`config.mk`:
```
export PLATFORM = sky130hd
export DESIGN_NAME = skt_key_cmp
export DESIGN_NICKNAME = d
export VERILOG_FILES = /design/src/design/sorted_key_table_assert.svh /design/src/design/skt_pkg.sv /design/src/design/skt_key_cmp.sv
export SDC_FILE = /design/constraint.sdc
export NUM_CORES = 1
export LEC_CHECK = 0
export ABC_AREA = 0
export BUFFER_PORTS_ARGS = -buffer_cell sky130_fd_sc_hd__buf_2
export CORE_AREA = 5 5 69 71
export DETAILED_ROUTE_END_ITERATION = 6
export DIE_AREA = 0 0 74 76
export PLACE_DENSITY = 0.88
export SYNTH_ARGS = -nofsm -noshare
export SYNTH_HDL_FRONTEND = slang
export SYNTH_SLANG_ARGS = --single-unit
```
`constraint.sdc`:
```
create_clock -name vclk -period 2.4
set_clock_uncertainty 0.05 [all_clocks]
set_input_delay 0.12 -clock vclk [all_inputs]
set_output_delay 0.12 -clock vclk [all_outputs]
set_load 0.03 [all_outputs]
```
`src/design/sorted_key_table_assert.svh`:
```
// Assertion macros for the sorted key table.
// Depends on a clock named clock and a synchronous reset named reset in the including module.
`ifndef SORTED_KEY_TABLE_ASSERT_SVH
`define SORTED_KEY_TABLE_ASSERT_SVH

// Same-cycle implication, disabled during reset.
`define SKT_ASSERT_NOW(lbl, ante, cons, msg) \
   lbl: assert property (@(posedge clock) disable iff (reset) (ante) |-> (cons)) \
      else $error(msg);

// Next-cycle implication, disabled during reset.
`define SKT_ASSERT_NEXT(lbl, ante, cons, msg) \
   lbl: assert property (@(posedge clock) disable iff (reset) (ante) |=> (cons)) \
      else $error(msg);

`endif

```
`src/design/skt_pkg.sv`:
```
// Shared types and codes for the sorted key table.
// No dependencies; imported by skt_key_cmp and sorted_key_table.
`default_nettype none

package skt_pkg;

   localparam int DEFAULT_DEPTH = 256;
   localparam int KTYPE_W       = 32;
   localparam int KID_W         = 31;
   localparam int OUT_W         = 9;

   // Request codes
   localparam logic [1:0] REQ_LOOKUP = 2'd0;
   localparam logic [1:0] REQ_INSERT = 2'd1;
   localparam logic [1:0] REQ_REMOVE = 2'd2;

   // Status codes
   localparam logic [1:0] ST_OK        = 2'd0;
   localparam logic [1:0] ST_NOT_FOUND = 2'd1;
   localparam logic [1:0] ST_DUPLICATE = 2'd2;
   localparam logic [1:0] ST_FULL      = 2'd3;

   typedef struct packed {
      logic [KTYPE_W-1:0] ktype;
      logic [KID_W-1:0]   kid;
   } key_entry_type;

   // Outcome of comparing the probe key against one stored entry
   typedef struct packed {
      logic lt;
      logic eq;
      logic gt;
   } key_order_type;

endpackage

`default_nettype wire

```
`src/design/skt_key_cmp.sv`:
```
// Compound key comparator shared by every search probe of the sorted key table.
// Depends on skt_pkg.
`default_nettype none

module skt_key_cmp (
   input  wire skt_pkg::key_entry_type probe,
   input  wire skt_pkg::key_entry_type entry,
   output skt_pkg::key_order_type order
);
   import skt_pkg::*;

   logic type_lt;
   logic type_eq;
   logic id_lt;
   logic id_eq;

   always_comb begin
      type_lt  = probe.ktype < entry.ktype;
      type_eq  = probe.ktype == entry.ktype;
      id_lt    = probe.kid < entry.kid;
      id_eq    = probe.kid == entry.kid;
      order.lt = type_lt || (type_eq && id_lt);
      order.eq = type_eq && id_eq;
      order.gt = !order.lt && !order.eq;
   end

endmodule

`default_nettype wire
```
# Word-level counts from Yosys, hierarchy flattened
# Cells that the tools add are included.
[word_totals]
ff_bits = 0
output_inout_bits = 3
elab_cells = 10
[op_classes]
n_lt_le_gt_ge = 2
n_eq_ne = 2
n_reduce_logical = 6
[op_table]
columns = ["op", "n"]
rows = [
  ["$eq A32 B32 Y1", 1],
  ["$lt A32 B32 Y1", 1],
  ["$eq A31 B31 Y1", 1],
  ["$lt A31 B31 Y1", 1],
  ["$logic_and A1 B1 Y1", 3],
  ["$logic_not A1 Y1", 2],
  ["$logic_or A1 B1 Y1", 1],
]

# Longest topological paths before layout
# Gate-level depths: netlist of the first run.
[logic_depth]
ltp_word = 5
ltp_mapped = 8
ltp_nobuf = 8

# Worst setup path after synthesis of the first run
# Ideal clock, no wire load.
[synth_timing]
path_type = "input port to output port"
from = "input port entry[38] (netlist name)"
to = "output port order[2] (netlist name)"
arrival_ps = 1971
required_ps = 2230
slack_ps = 259
path_stages = 8
n_path_buf = 0
path_cell_list = "inv_1 > ha_1 > a41oi_2 > o21ai_1 > a221o_1 > a211o_1 > a2111oi_2 > or2_1"
[synth_rtl]
columns = ["element", "line_no", "rtl"]
rows = [
  ["start, declared", "skt_key_cmp.sv:7", "input wire skt_pkg::key_entry_type entry,"],
  ["end, declared", "skt_key_cmp.sv:8", "output skt_pkg::key_order_type order"],
]

==> metrics.md, run 1 <==
| Metric | Value |
|---|---|
| Synth Area in Simple Gates | around 18% |
| CP Launch Type | input pin |
| Grt total ovfl | 0 |
| Vias per inst | between 4 and 5 |
| Total leakage power | approximately 1.5 nW |
| Hold_buf cts | 0 |
| Synth-to-layout area growth | 46.6% |
| Combinational family with the most area after synthesis | adder cells |
| Post-Synth Adder-Cell Area | 48.8% |
| Synth top cells by count | 65 x inv_1, 63 x ha_1, 21 x a21oi_1 |
| GP Congestion | 0.895 |
| Hold Startpoint | probe[62] |
| Post-synth cell types | 29 |
| Die area | between 5000 and 6000 um^2 |
| Fin crit period | about 2300 ps |
| Gate power share | 100.0% |
| Row Count | 24 |
| Total power | 0.000349 W |
| FMAX | roughly 440 MHz |
| Clk pwr share | 0% |
| Critical path class | in -> out |
| Core ar. | about 4200 um^2 |
| Sequential area share after synthesis | 0% |
| Synth Area in Compound Gates | 17.8% |
| Worst Slack Setup Final | 124 ps |
| Max-Cap Viols | 0 |
| Max Slew Vio Count | 0 |
| Final wirelength | 4600 um |
| Gate Count Post-Synth | 223 |
| Die Height | 76 um |
| Cell Pwr Density | between 100 and 150 nW/um^2 |
| DRT antenna net count | 0 |
| Setup TNS | 0 ps |
| Starting density of the core | just under 40% |
| # IOs | 129 |
| Pre-CTS WS | around 45 ps |
| Top post-synthesis cells by area | ha_1 49%, inv_1 15%, a21oi_1 6.5% |
| Worst setup EP type | primary output |
| YS warnings | 0 |
| XOR/XNOR share of the synthesized area | 0% |
| Crit share post-route | between 90% and 100% |
| Total track usage | ~15% |
| Crit path largest cell delay | around 350 ps |
| Setup violators final | 0 |
| Crit Path Max Fanout | 3 |
| Reg area | 0 um^2 |
| # diodes | 0 |
| Mapped Area | roughly 1600 um^2 |
| First-pass GRT wire length | 7280 um |
| Vias in the first global route | approximately 2000 |
| Nets | around 540 |
| Synth Area per Inst | just over 7 um^2 |
| DRT iter0 DRCs | 51 |
| RSZ-0062 raised after global routing | no |
| DR DRC count | 0 |
| Mux cell area share after synthesis | 0% |
| Status | finished clean |
| Internal | ~0.00019 W |
| Worst Hold Class | in -> out |
| Post-synth top area cell | ha_1 |
| Crit path DAT | 2110 ps |
| Num sequential | 0 |
| Crit-path cells | buf_2 > ha_1 > a41oi_2 > o21ai_1 > a221o_1 > a211o_1 > a2111oi_4 > or2_1 > buf_4 |
| HPWL Detailed | 4420 um |
| Most common cell in the netlist | inv_1 |
| Final hold violations | 0 |
| Syn nets | just over 400 |
| Critical path's slowest cell | a221o_1 |
| Net Sw Frac | around 47% |
| Fraction of layout cells with a size suffix above 1 | 38.9% |
| Slew of the pin with the lowest slew margin | 340 ps |
| # clk buffers | 0 |
| Buf/Inv on CP | 2 |
| Drt first pass iters | 4 |
| CP Data Required Time | roughly 2200 ps |
| Crit path max-delay family | compound AO/OA/AOI/OAI gates |
| Wire length per cell | roughly 11 um |
| Worst Hold Depth | 5 |
| Final Cell Area | around 2400 um^2 |
| Placement Cell Area | about 2300 um^2 |
| Post-CTS Setup Bufs | 0 |
| DR vias | between 1500 and 2000 |
| I/O Buffers | around 130 |
| NetSw | ~0.00016 W |
| Largest net degree at the start of global routing | 4 |
| Antenna violations before repair | 0 |
| Yosys top cell area share | roughly half |
| Max VDD drop | slightly above 0.09 mV |
| Headroom to the max-slew limit | 77.1% |
| Hold Path End | order[2] |
| Sequential share of power | 0% |
| Post-CTS resize count | 0 |
| Die X | ~74 um |
==> worst max-delay path by stage <==
stage                     startpoint       end  depth (start not counted)
after global placement     probe[38]  order[2]                          9
after global routing       probe[37]  order[2]                          9
final                      probe[37]  order[2]                          9
after CTS                  probe[38]  order[2]                          9
after detailed placement   probe[38]  order[2]                          9
after floorplan            entry[38]  order[2]                          8
==> layer usage <==
metal	track usage, %	part of all wire, %	wire length (um)	vias to the layer above
li1	-	-	-	1042
met1	16.1	37	1730	813
met2	29.4	51	2340	76
met3	2.64	10	459	8
met4	2.90	1.6	74	0
met5	0	0	0	-
==> worst min-delay path: cells and delay by family <==
kind,cells,cell delay (ps)
and+or+nand+nor,1,200
buffers and inverters,2,250
adders and majority gates,1,180
AOI/OAI and AO/OA,1,40
==> per-stage QoR <==
step	cells	hold WS, ps	util, %
floorplan	223	703	-
global placement	404	848	55.7
detailed placement	404	846	55.7
CTS	404	851	55.7
global route	404	895	56.7
finish	404	859	56.7
==> power by group through the flow <==
stage / clock network (W) / registers, W / logic [W]
2_1_floorplan: 0 / 0 / 0.000190
3_3_place_gp: 0 / 0 / 0.000327
3_5_place_dp: 0 / 0 / 0.000342
4_1_cts: 0 / 0 / 0.000345
5_1_grt: 0 / 0 / 0.000405
6_report: 0 / 0 / 0.000349
==> cells in the final DEF, fill, tap and decap left out, drive strengths merged, types with 3 or more instances in the layout <==
master / count
nand4: 10
a21o: 3
nand3: 8
buf: 129
a221oi: 3
ha: 63
nand2: 9
nor2: 5
o21ai: 8
nor2b: 3
nor3: 4
and4: 6
a21oi: 21
inv: 65
==> kinds of logic after synthesis <==
group / Yosys count
buffers and inverters: 65
AOI/OAI and AO/OA: 44
adders and majority gates: 63
and+or+nand+nor: 51
==> layout make-up <==
type                            instances  area, um^2
Timing Repair Buffer                  129         648
Multi-Input combinational cell        158        1410
Tap cell                               52        65.1
Inverter                               65         244
Fill cell                             388        1810
Note: power is estimated with default switching activity, not from simulation.
==> inputs of run 2 (changes only) <==
--- a/config.mk
+++ b/config.mk
@@ -10,7 +10,7 @@
 export CORE_AREA = 5 5 69 71
 export DETAILED_ROUTE_END_ITERATION = 6
 export DIE_AREA = 0 0 74 76
-export PLACE_DENSITY = 0.88
+export PLACE_DENSITY = 0.82
 export SYNTH_ARGS = -nofsm -noshare
 export SYNTH_HDL_FRONTEND = slang
 export SYNTH_SLANG_ARGS = --single-unit
==> metrics.md, run 2 (synthesis results as in run 1) <==
| Metric | Value |
|---|---|
| Status | finished clean |
| Die Height | about 76 um |
| RSZ-0062 raised after global routing | no |
| Final wirelength | between 4000 and 5000 um |
| Fin crit period | between 2000 and 2500 ps |
| DRT iter0 DRCs | 26 |
| Wire length per cell | 11.7 um |
| Row Count | 24 |
| Sequential share of power | 0% |
| Post-CTS Setup Bufs | 0 |
| # clk buffers | 0 |
| Commonest non-fill, non-tap cell in the layout | buf_2 |
| Worst Hold Depth | 5 |
| I/O Buffers | 129 |
| Critical path's slowest cell | or4b_1 |
| Total leakage power | approximately 1.5 nW |
| GP Congestion | between 0.8 and 0.9 |
| DRT antenna net count | 0 |
| First-pass GRT wire length | roughly 7600 um |
| Max VDD drop | ~0.066 mV |
| Num sequential | 0 |
| HPWL Detailed | 4500 um |
| Most frequent cells in the layout | 128 x buf_2, 65 x inv_1, 62 x ha_1 |
| Slew of the pin with the lowest slew margin | about 420 ps |
| Setup TNS | 0 ps |
| DR vias | 1982 |
| # IOs | ~130 |
| Total power | around 0.00035 W |
| # diodes | 0 |
| Synth-to-layout area growth | 46.8% |
| Crit path DAT | between 2000 and 2500 ps |
| Crit path largest cell delay | ~480 ps |
| Reg area | 0 um^2 |
| CP Launch Type | input pin |
| Clk pwr share | 0% |
| Net Sw Frac | between 40% and 50% |
| Starting density of the core | between 30% and 40% |
| Crit share post-route | between 90% and 100% |
| FMAX | roughly 450 MHz |
| Total track usage | around 16% |
| Worst Hold Class | in -> out |
| Max Slew Vio Count | 0 |
| Core ar. | between 4000 and 5000 um^2 |
| Crit Path Max Fanout | 3 |
| Vias per inst | 4.89 |
| DR DRC count | 0 |
| Worst setup EP type | primary output |
| Internal | 0.000185 W |
| Cell Pwr Density | roughly 150 nW/um^2 |
| Vias in the first global route | roughly 2000 |
| Drt first pass iters | 5 |
| Hold_buf cts | 0 |
| Die area | 5620 um^2 |
| Nets | 544 |
| NetSw | ~0.00017 W |
| Critical path class | in -> out |
| Largest net degree at the start of global routing | 4 |
| Gate power share | 100.0% |
| Fraction of layout cells with a size suffix above 1 | just under 40% |
| Grt total ovfl | 0 |
| Crit-path cells | buf_2 > inv_1 > ha_1 > nand4_1 > and4bb_2 > nand3_1 > or4b_1 > nor3_2 > or2_1 > buf_4 |
| Die X | 74 um |
| CP Data Required Time | 2230 ps |
| Setup violators final | 0 |
| Headroom to the max-slew limit | 71.6% |
| Antenna violations before repair | 0 |
| Max-Cap Viols | 0 |
| Final hold violations | 0 |
run 2: through the flow:
step           hold slack [ps]  util [%]  std cells  setup WS, ps  instance area (um^2)
2_1_floorplan              703         -        223           259                  1620
3_3_place_gp               883      55.9        405         0.641                  2330
3_5_place_dp               871      55.9        405         -80.8                  2330
4_1_cts                    900      56.2        405        0.0551                  2350
5_1_grt                    922      56.8        405          17.4                  2370
6_report                   872      56.8        405           174                  2370
run 2: path summary, 6_finish.rpt:
check	to	slack [ps]	start
worst max-delay path	order[2]	170	entry[58]
worst min-delay path	order[2]	870	probe[62]
run 2: repair_timing:
item	CTS	global route
pin swaps	0	3
resized for setup	1	6
endpoints found under the setup margin	2	2
run 2: critical path: cells and delay by family:
kind	cells	cell delay [ps]
adder cells (fa/ha/maj)	1	300
buffers and inverters	3	250
AND/OR/NAND/NOR	6	1370
run 2: power groups by stage:
stage	Clock [W]	Sequential (W)	Combinational, W
finish	0	0	0.000351
global route	0	0	0.000405
CTS	0	0	0.000350
detailed placement	0	0	0.000344
global placement	0	0	0.000328
floorplan	0	0	0.000190
run 2: routing by layer:
layer	vias to the layer above	global-route usage [%]	part of all wire, %
met5	-	0	0
met4	0	3.26	2.3
met3	10	2.37	12
met2	90	30.1	49
met1	838	17.2	36
li1	1044	-	-
run 2: area by class of cell:
cell class	count	area [um^2]
Inverter	65	244
Multi-Input combinational cell	158	1410
Fill cell	397	1800
Timing Repair Buffer	130	656
Tap cell	52	65.1
==> inputs of run 3 (changes only) <==
--- a/config.mk
+++ b/config.mk
@@ -7,10 +7,12 @@
 export LEC_CHECK = 0
 export ABC_AREA = 0
 export BUFFER_PORTS_ARGS = -buffer_cell sky130_fd_sc_hd__buf_2
-export CORE_AREA = 5 5 69 71
+export CELL_PAD_IN_SITES_DETAIL_PLACEMENT = 0
+export CELL_PAD_IN_SITES_GLOBAL_PLACEMENT = 2
+export CORE_AREA = 5 5 96 98
 export DETAILED_ROUTE_END_ITERATION = 6
-export DIE_AREA = 0 0 74 76
-export PLACE_DENSITY = 0.82
+export DIE_AREA = 0 0 101 103
+export PLACE_DENSITY_LB_ADDON = 0.1
 export SYNTH_ARGS = -nofsm -noshare
 export SYNTH_HDL_FRONTEND = slang
 export SYNTH_SLANG_ARGS = --single-unit
==> constraint.sdc (replaced) <==
create_clock -name vclk -period 2.15
set_clock_uncertainty 0.05 [all_clocks]
set_input_delay 0.1075 -clock vclk [all_inputs]
set_output_delay 0.1075 -clock vclk [all_outputs]
set_load 0.03 [all_outputs]
==> metrics.md, run 3 (synthesis results as in run 1) <==
| Metric | Value |
|---|---|
| Status | finished clean |
| DRT iter0 DRCs | 14 |
| Placed insts | 467 |
| I/O Buffers | between 100 and 150 |
| WL met3 | roughly 440 um |
| Final wirelength | 5170 um |
| Setup TNS | 0 ps |
| Worst Hold Depth | 5 |
| Hold Startpoint | probe[62] |
| HPWL Detailed | around 4800 um |
| CP Data Required Time | approximately 2000 ps |
| Vias per inst | around 4.1 |
| Die area | ~10000 um^2 |
| Slew of the pin with the lowest slew margin | between 300 and 400 ps |
| DR DRC count | 0 |
| Max Slew Vio Count | 0 |
| Max-Cap Viols | 0 |
| Total leakage power | ~1.6 nW |
| Commonest non-fill, non-tap cell in the layout | buf_2 |
| Largest net degree at the start of global routing | 4 |
| # IOs | 129 |
| # clk buffers | 0 |
| Drt first pass iters | 4 |
| Final core utilization | 32.5% |
| DRT antenna net count | 0 |
| Worst Hold Class | in -> out |
| Die X | approximately 100 um |
| Post-CTS Setup Bufs | 0 |
| Crit share post-route | between 90% and 100% |
| Antenna violations before repair | 0 |
| Post-route insts no fill | ~470 |
| FMAX | 471 MHz |
| Most frequent cells in the layout | 122 x buf_2, 53 x inv_1, 49 x ha_1 |
| Reg area | 0 um^2 |
| Core ar. | about 8400 um^2 |
| Cell Pwr Density | approximately 160 nW/um^2 |
| First-pass GRT wire length | between 8000 and 9000 um |
| Crit Path Max Fanout | 3 |
| GP Congestion | roughly 0.7 |
| Vias in the first global route | between 2000 and 2500 |
| Nets | 550 |
| Uppermost layer routed | met3 |
| Total track usage | under 10% |
| DR vias | between 1500 and 2000 |
| Critical path class | in -> out |
| RSZ-0062 raised after global routing | yes |
| # diodes | 0 |
| Grt total ovfl | 0 |
| Fin crit period | between 2000 and 2500 ps |
| CP Launch Type | input pin |
| Headroom to the max-slew limit | between 70% and 80% |
| Max VDD drop | ~0.063 mV |
| DR WL met2 | about 2400 um |
| M1 wire length | around 2400 um |
| Synth-to-layout area growth | 68.6% |
| Hold Path End | order[0] |
| Num sequential | 0 |
| Crit path DAT | 1970 ps |
| Starting density of the core | ~19% |
| Row Count | 34 |
| Die Height | slightly above 100 um |
| Worst setup EP type | primary output |
| Fraction of layout cells with a size suffix above 1 | between 40% and 50% |
| Wire length per cell | about 11 um |
| Setup violators final | 0 |
| Final hold violations | 0 |
[run 3: critical path: stages]
cell     delay, ps
buf_2           80
inv_2           40
ha_4           270
nand4_1        160
nor3_4         280
nand3_2        100
or4b_4         500
nor3_4         150
or2_1          140
buf_6          130
[run 3: final cells by class]
cell class	instances	area [um^2]
multi-input cells	158	1610
fillers	947	5660
inverters	65	244
repair buffers	136	738
well taps	108	135
[run 3: worst max path at each step]
stage,cells after the start,slack [ps],endpoint,start
2_1_floorplan,8,30,order[2],entry[38]
3_3_place_gp,10,-230,order[2],entry[45]
3_5_place_dp,10,-270,order[2],entry[45]
4_1_cts,10,0.1,order[2],entry[62]
5_1_grt,10,-100,order[2],entry[39]
6_report,10,30,order[2],entry[37]
[run 3: timing repair]
item | in CTS | in global routing
pin swaps | 6 | 8
endpoints found under the setup margin | 2 | 3
hold buffers | 0 | 0
resized for setup | 15 | 31
[run 3: routing by layer]
| layer | up-vias | global-route usage [%] |
|---|---|---|
| met3 | 0 | 1.35 |
| met1 | 803 | 12.9 |
| met2 | 67 | 16.7 |
| li1 | 1056 | - |
| met4 | 0 | 0 |
| met5 | - | 0 |
[run 3: per-stage QoR]
stage	instance area [um^2]	total power, W	hold WS [ps]	setup slack [ps]
2_1_floorplan	1620	0.000212	678	33.6
3_3_place_gp	2450	0.000397	846	-229
3_5_place_dp	2450	0.000397	837	-270
4_1_cts	2570	0.000428	797	0.128
5_1_grt	2720	0.000529	814	-99.5
6_report	2720	0.000447	774	25.0
[run 3: power breakdown]
| group | switching [W] | leakage, nW | total (W) | internal, W |
|---|---|---|---|---|
| Combinational | 0.000202 | 1.58 | 0.000447 | 0.000244 |
| Clock | 0 | 0 | 0 | 0 |
| Sequential | 0 | 0 | 0 | 0 |
| Total | 0.000202 | 1.58 | 0.000447 | 0.000244 |
